## src/rtl/core/bbdr_pkg.sv

```systemverilog
// ----------------------------------------------------------------------------
// bbdr_pkg
// Shared types and constants for the bounding box depth range block.
// ----------------------------------------------------------------------------
`default_nettype none

package bbdr_pkg;

    localparam int COORD_W   = 32;           // Q16.16 coordinate width
    localparam int UNIT_W    = 31;           // signed Q2.29 unit component
    localparam int UNIT_BITS = 29;           // fraction bits of unit vector
    localparam int IDX_W     = 3;            // config register index width

    localparam logic [30:0] NEAR_MIN     = 31'h0001_0000;  // 1.0
    localparam logic [30:0] NEAR_MAX     = 31'h7FFF_FFFF;
    localparam logic [31:0] DEF_MIN_DEP  = 32'h0001_0000;  // 1.0
    localparam logic [31:0] DEF_MAX_DEP  = 32'h000A_0000;  // 10.0
    localparam logic [31:0] EYE_Z_RESET  = 32'hFFFB_0000;  // -5.0

    // floor(x / 10) = (x * RECIP10) >> RECIP_SH, exact for x < 2^22
    localparam logic [21:0] RECIP10  = 22'd3355444;
    localparam int          RECIP_SH = 25;

    typedef enum logic [IDX_W-1:0] {
        REG_EYE_X    = 3'd0,
        REG_EYE_Y    = 3'd1,
        REG_EYE_Z    = 3'd2,
        REG_TARGET_X = 3'd3,
        REG_TARGET_Y = 3'd4,
        REG_TARGET_Z = 3'd5
    } cfg_reg_t;

    typedef enum logic [2:0] {
        NS_DIFF,
        NS_SHIFT,
        NS_SQ,
        NS_SQRT,
        NS_DIV,
        NS_DONE
    } norm_state_t;

    // direction unit status toward the datapath
    typedef struct packed {
        logic                     done;
        logic                     deg;
        logic signed [UNIT_W-1:0] ux;
        logic signed [UNIT_W-1:0] uy;
        logic signed [UNIT_W-1:0] uz;
    } norm_res_t;

endpackage

`default_nettype wire

```

## src/rtl/core/bbdr_norm.sv

```systemverilog
// ----------------------------------------------------------------------------
// bbdr_norm
// Sequential unit normalizing target - eye to a Q2.29 unit vector.
// ----------------------------------------------------------------------------
`default_nettype none

module bbdr_norm (
    input  wire logic                                 aclk,
    input  wire logic                                 aresetn,
    input  wire logic                                 start,
    input  wire logic [2:0][bbdr_pkg::COORD_W-1:0]    eye_pos,
    input  wire logic [2:0][bbdr_pkg::COORD_W-1:0]    tgt_pos,
    output bbdr_pkg::norm_res_t                       res
);
    import bbdr_pkg::*;

    norm_state_t state_reg, state_next;

    logic [32:0]              mag_reg [3];
    logic                     neg_reg [3];
    logic                     deg_reg;
    logic [63:0]              sum_reg;
    logic [61:0]              sq_reg;
    logic [5:0]               cnt_reg;
    logic [1:0]               idx_reg;
    logic [63:0]              rad_reg;
    logic [63:0]              root_reg;
    logic [63:0]              bit_reg;
    logic [59:0]              dvd_reg;
    logic [31:0]              drem_reg;
    logic [29:0]              quo_reg;
    logic signed [UNIT_W-1:0] u_reg [3];

    logic [32:0] orv;
    logic [30:0] sq_src;
    logic [30:0] div_src;
    logic [32:0] dtrial;
    logic        qbit;
    logic [29:0] qfin;
    logic [63:0] sq_trial;

    assign orv = mag_reg[0] | mag_reg[1] | mag_reg[2];

    always_comb begin
        case (cnt_reg[1:0])
            2'd0:    sq_src = mag_reg[0][30:0];
            2'd1:    sq_src = mag_reg[1][30:0];
            default: sq_src = mag_reg[2][30:0];
        endcase
        case (idx_reg)
            2'd0:    div_src = mag_reg[1][30:0];
            default: div_src = mag_reg[2][30:0];
        endcase
        dtrial   = {drem_reg, dvd_reg[59]};
        qbit     = (dtrial >= {1'b0, root_reg[31:0]});
        qfin     = {quo_reg[28:0], qbit};
        sq_trial = root_reg + bit_reg;
    end

    always_ff @(posedge aclk) begin
        if (!aresetn) begin
            state_reg <= NS_DIFF;
        end else begin
            state_reg <= state_next;
        end
    end

    always_comb begin
        state_next = state_reg;
        case (state_reg)
            NS_DIFF:  state_next = NS_SHIFT;
            NS_SHIFT: begin
                if (orv == 33'd0) begin
                    state_next = NS_DONE;
                end else if (!(orv[32] || orv[31]) && orv[30]) begin
                    state_next = NS_SQ;
                end
            end
            NS_SQ:    if (cnt_reg == 6'd3) state_next = NS_SQRT;
            NS_SQRT:  if (cnt_reg == 6'd31) state_next = NS_DIV;
            NS_DIV:   if (cnt_reg == 6'd59 && idx_reg == 2'd2) state_next = NS_DONE;
            NS_DONE:  state_next = NS_DONE;
            default:  state_next = NS_DIFF;
        endcase
        if (start) begin
            state_next = NS_DIFF;
        end
    end

    always_ff @(posedge aclk) begin
        case (state_reg)
            NS_DIFF: begin
                for (int i = 0; i < 3; i++) begin
                    logic signed [32:0] d;
                    d = $signed({tgt_pos[i][31], tgt_pos[i]})
                      - $signed({eye_pos[i][31], eye_pos[i]});
                    neg_reg[i] <= d[32];
                    mag_reg[i] <= d[32] ? (33'd0 - $unsigned(d)) : $unsigned(d);
                end
                cnt_reg <= '0;
            end
            NS_SHIFT: begin
                deg_reg <= (orv == 33'd0);
                for (int i = 0; i < 3; i++) begin
                    if (orv[32] || orv[31]) begin
                        mag_reg[i] <= mag_reg[i] >> 1;
                    end else if (!orv[30]) begin
                        mag_reg[i] <= mag_reg[i] << 1;
                    end
                end
                sum_reg <= '0;
                cnt_reg <= '0;
            end
            NS_SQ: begin
                sq_reg  <= 62'(sq_src) * 62'(sq_src);
                if (cnt_reg != 6'd0) begin
                    sum_reg <= sum_reg + 64'(sq_reg);
                end
                if (cnt_reg == 6'd3) begin
                    rad_reg  <= sum_reg + 64'(sq_reg);
                    root_reg <= '0;
                    bit_reg  <= 64'd1 << 62;
                    cnt_reg  <= '0;
                end else begin
                    cnt_reg <= cnt_reg + 6'd1;
                end
            end
            NS_SQRT: begin
                if (rad_reg >= sq_trial) begin
                    rad_reg  <= rad_reg - sq_trial;
                    root_reg <= (root_reg >> 1) + bit_reg;
                end else begin
                    root_reg <= root_reg >> 1;
                end
                bit_reg <= bit_reg >> 2;
                if (cnt_reg == 6'd31) begin
                    cnt_reg  <= '0;
                    idx_reg  <= '0;
                    dvd_reg  <= {mag_reg[0][30:0], 29'd0};
                    drem_reg <= '0;
                end else begin
                    cnt_reg <= cnt_reg + 6'd1;
                end
            end
            NS_DIV: begin
                drem_reg <= qbit ? 32'(dtrial - {1'b0, root_reg[31:0]}) : dtrial[31:0];
                dvd_reg  <= dvd_reg << 1;
                quo_reg  <= qfin;
                if (cnt_reg == 6'd59) begin
                    u_reg[idx_reg] <= neg_reg[idx_reg] ? -$signed({1'b0, qfin})
                                                       :  $signed({1'b0, qfin});
                    idx_reg  <= idx_reg + 2'd1;
                    cnt_reg  <= '0;
                    drem_reg <= '0;
                    dvd_reg  <= {div_src, 29'd0};
                end else begin
                    cnt_reg <= cnt_reg + 6'd1;
                end
            end
            default: begin
            end
        endcase
    end

    assign res.done = (state_reg == NS_DONE);
    assign res.deg  = deg_reg;
    assign res.ux   = deg_reg ? '0 : u_reg[0];
    assign res.uy   = deg_reg ? '0 : u_reg[1];
    assign res.uz   = deg_reg ? '0 : u_reg[2];

endmodule

`default_nettype wire

```

## config.mk

```make
export PLATFORM = sky130hd
export DESIGN_NAME = bbdr_norm
export DESIGN_NICKNAME = d
export VERILOG_FILES = /design/src/rtl/core/bbdr_pkg.sv /design/src/rtl/core/bbdr_norm.sv
export SDC_FILE = /design/constraint.sdc
export NUM_CORES = 2
export LEC_CHECK = 0
export BUFFER_PORTS_ARGS = -buffer_cell sky130_fd_sc_hd__buf_2
export CORE_MARGIN = 2
export CORE_UTILIZATION = 45
export CTS_CLUSTER_DIAMETER = 150
export DETAILED_ROUTE_END_ITERATION = 10
export SLEW_MARGIN = 20
export SYNTH_ARGS = -nofsm -noshare
export SYNTH_HDL_FRONTEND = slang
export SYNTH_SLANG_ARGS = --single-unit
```

## constraint.sdc

```tcl
create_clock -name aclk -period 15.1 [get_ports aclk]
set_clock_uncertainty 0.1 [all_clocks]
set_input_delay 0.755 -clock aclk [delete_from_list [all_inputs] [get_ports aclk]]
set_output_delay 0.755 -clock aclk [all_outputs]
set_load 0.01 [all_outputs]
```

==> out/results.tsv <==
metric	value	unit
ant_nets	0	
vias	57260	
netlist-cell-type-count	97	
initial_core_util	0.4532	
netlist_instances	7868	
drc	0	
clock-root-buffer	clkbuf_16	
final_nets	9540	
crit_path_top_delay_cell	clkinv_1	
cts_made_buffers	72	
antenna_found_initial	3	
wirelength	203.5	mm
drtPass1Iterations	6	
die_h	403.6	um
synth.avg_cell_area	9.134	um^2
slew_headroom	0.1585	
startpoint_type	flop	
port_buffers	289	
grt_start_max_net_pins	95	
busiest_layer	met2	
clock_latency	680	ps
wl_per_cell	20.09	um
hold_path_class	flop to flop	
fin_crit	11580	ps
synth_area_leaders	edfxtp_1 24%, fa_1 21%, ha_1 10%	
synth_edf_count	580	
cp-end-kind	flop	
critPathArrivalTime	11880	ps
clk_pin_slew	60	ps
crit_path_max_incr_delay	880	ps
dieWidth	403.6	um
cts.sinks	586	
final_cell_mix	1,135 x inv_1, 753 x fa_1, 735 x nand2_1	
status	finished, final reports clean	
ys.flop_type	edfxtp_1	
dp.cells	9999	
pin_count	290	
worst_pin_slew	1262	ps
finalSetupViolations	0	
yosysWarnings	0	
path_class	flop to flop	
clockBufferDepth	3	
final_max_slew_viol_count	0	
cts_resized	0	
final_cells	10130	
ys_seq_area_frac	0.2440	
met2_usage	0.4344	
cts_hold_buf	0	
synthArstFlopShare	0	
cpMostUsedCell	fa_1	
n_fill_cell	15010	
maxCapViolCount	0	
crit_fanout	32	
hold_viol	0	
synth_top_area_frac	0.2424	
hpwl	161.7	mm
post-route-period-util	0.7669	
tns	0	ps
post_route_cells_drive_above_1_share	0.07349	
synth_fp_nets	9407	
netlist_area	71860	um^2
grt_pass1_wl	322.9	mm
gp_congestion	0.9751	
place_ws	3679	ps
die_area	162900	um^2
crit_required	15400	ps
overflow	0	
post-cts-setup-buffer-count	0	
area_delta_synth_final	8.397	%
grt_pass1_vias	58870	
synth-seq-cells	586	
grt_util_met3	0.03102	
met1_usage	0.3160	
htree_levels	3	
layout_commonest_cell	inv_1	
dr.first_iter.drc_count	4018	
viasPerCell	5.653	
grt_use_total	0.2493	
rsz0062_at_grt	false	
max_freq	86.35	MHz
core_area	158600	um^2
yosys.area.top_type	edfxtp_1	
largest_reg_flops	99	
rows	146	
cts_tree	built	
setup_ws	3520	ps
## cell type report
cell class              count  area, um^2  share of cell area
multi-input cells        5819       48980              0.6288
flip-flops and latches    586       17540              0.2251
inverters                1146        4303             0.05524
well taps                2072        2592             0.03328
repair buffers            376        2100             0.02695
clock buffers              86        1897             0.02435
clock inverters            43       483.0            0.006200
diodes                      1       2.502          0.00003212
## Yosys cell counts (61+ instances only)
library cell  number
inv_1           1136
fa_1             753
nand2_1          737
nor2_1           636
ha_1             591
edfxtp_1         580
a21oi_1          442
o21ai_0          411
xnor2_1          311
clkbuf_1         290
a21o_1           212
xor2_1           204
nor2b_1          151
a31oi_1           96
and3_1            93
nand3_1           89
nand4_1           84
nor3_1            78
a211oi_1          75
mux2i_1           68
o21bai_1          61
## per-stage QoR
stage	util	hold WS (ps)	cell area, um^2
after floorplan	-	326.4	71860
after global placement	0.4762	338.9	75500
after detailed placement	0.4762	341.1	75510
after CTS	0.4912	350.1	77890
after global routing	0.4913	374.1	77890
final	0.4913	344.3	77900
## metal layers
metal  wire length (um)  part of all wire
met4               8227             0.040
met1              85330              0.42
met3              11520             0.057
met2              98420              0.48
met5                  0                 0
## path summary, 6_finish.rpt
path	start	endpoint	slack, ps	cells past startpoint
setup / recovery	cnt_reg[0]	sq_reg[58]	3520	31
hold reg to reg	quo_reg[13]	quo_reg[14]	340	0
hold / removal	quo_reg[13]	quo_reg[14]	340	0
setup reg to reg	cnt_reg[0]	sq_reg[58]	3520	31
## cell families (layout without fill, tap and decap cells)
kind of cell / after synthesis / count (layout) / share of synthesized area
flops: 586 / 586 / 0.2440
xor+xnor: 515 / 515 / 0.06277
compound gates: 1747 / 1747 / 0.1554
fa+ha+maj: 1344 / 1344 / 0.3127
simple gates: 2140 / 2140 / 0.1383
mux: 73 / 73 / 0.01025
buf+inv: 1463 / 1651 / 0.07659
other cells: 0 / 1 / 0
## critical path: cells and delay by family, from the launching register on
family | cells | cell delay (ps)
flip-flops | 1 | 450
XOR/XNOR | 1 | 120
buffers and inverters | 6 | 1700
AND/OR/NAND/NOR | 7 | 1800
AO/OA/AOI/OAI | 7 | 2660
adder cells (fa/ha/maj) | 10 | 4420
Power is left out: the tool's default activity adds up to more than one toggle a clock period on the data nets, which glitch-free logic cannot reach.
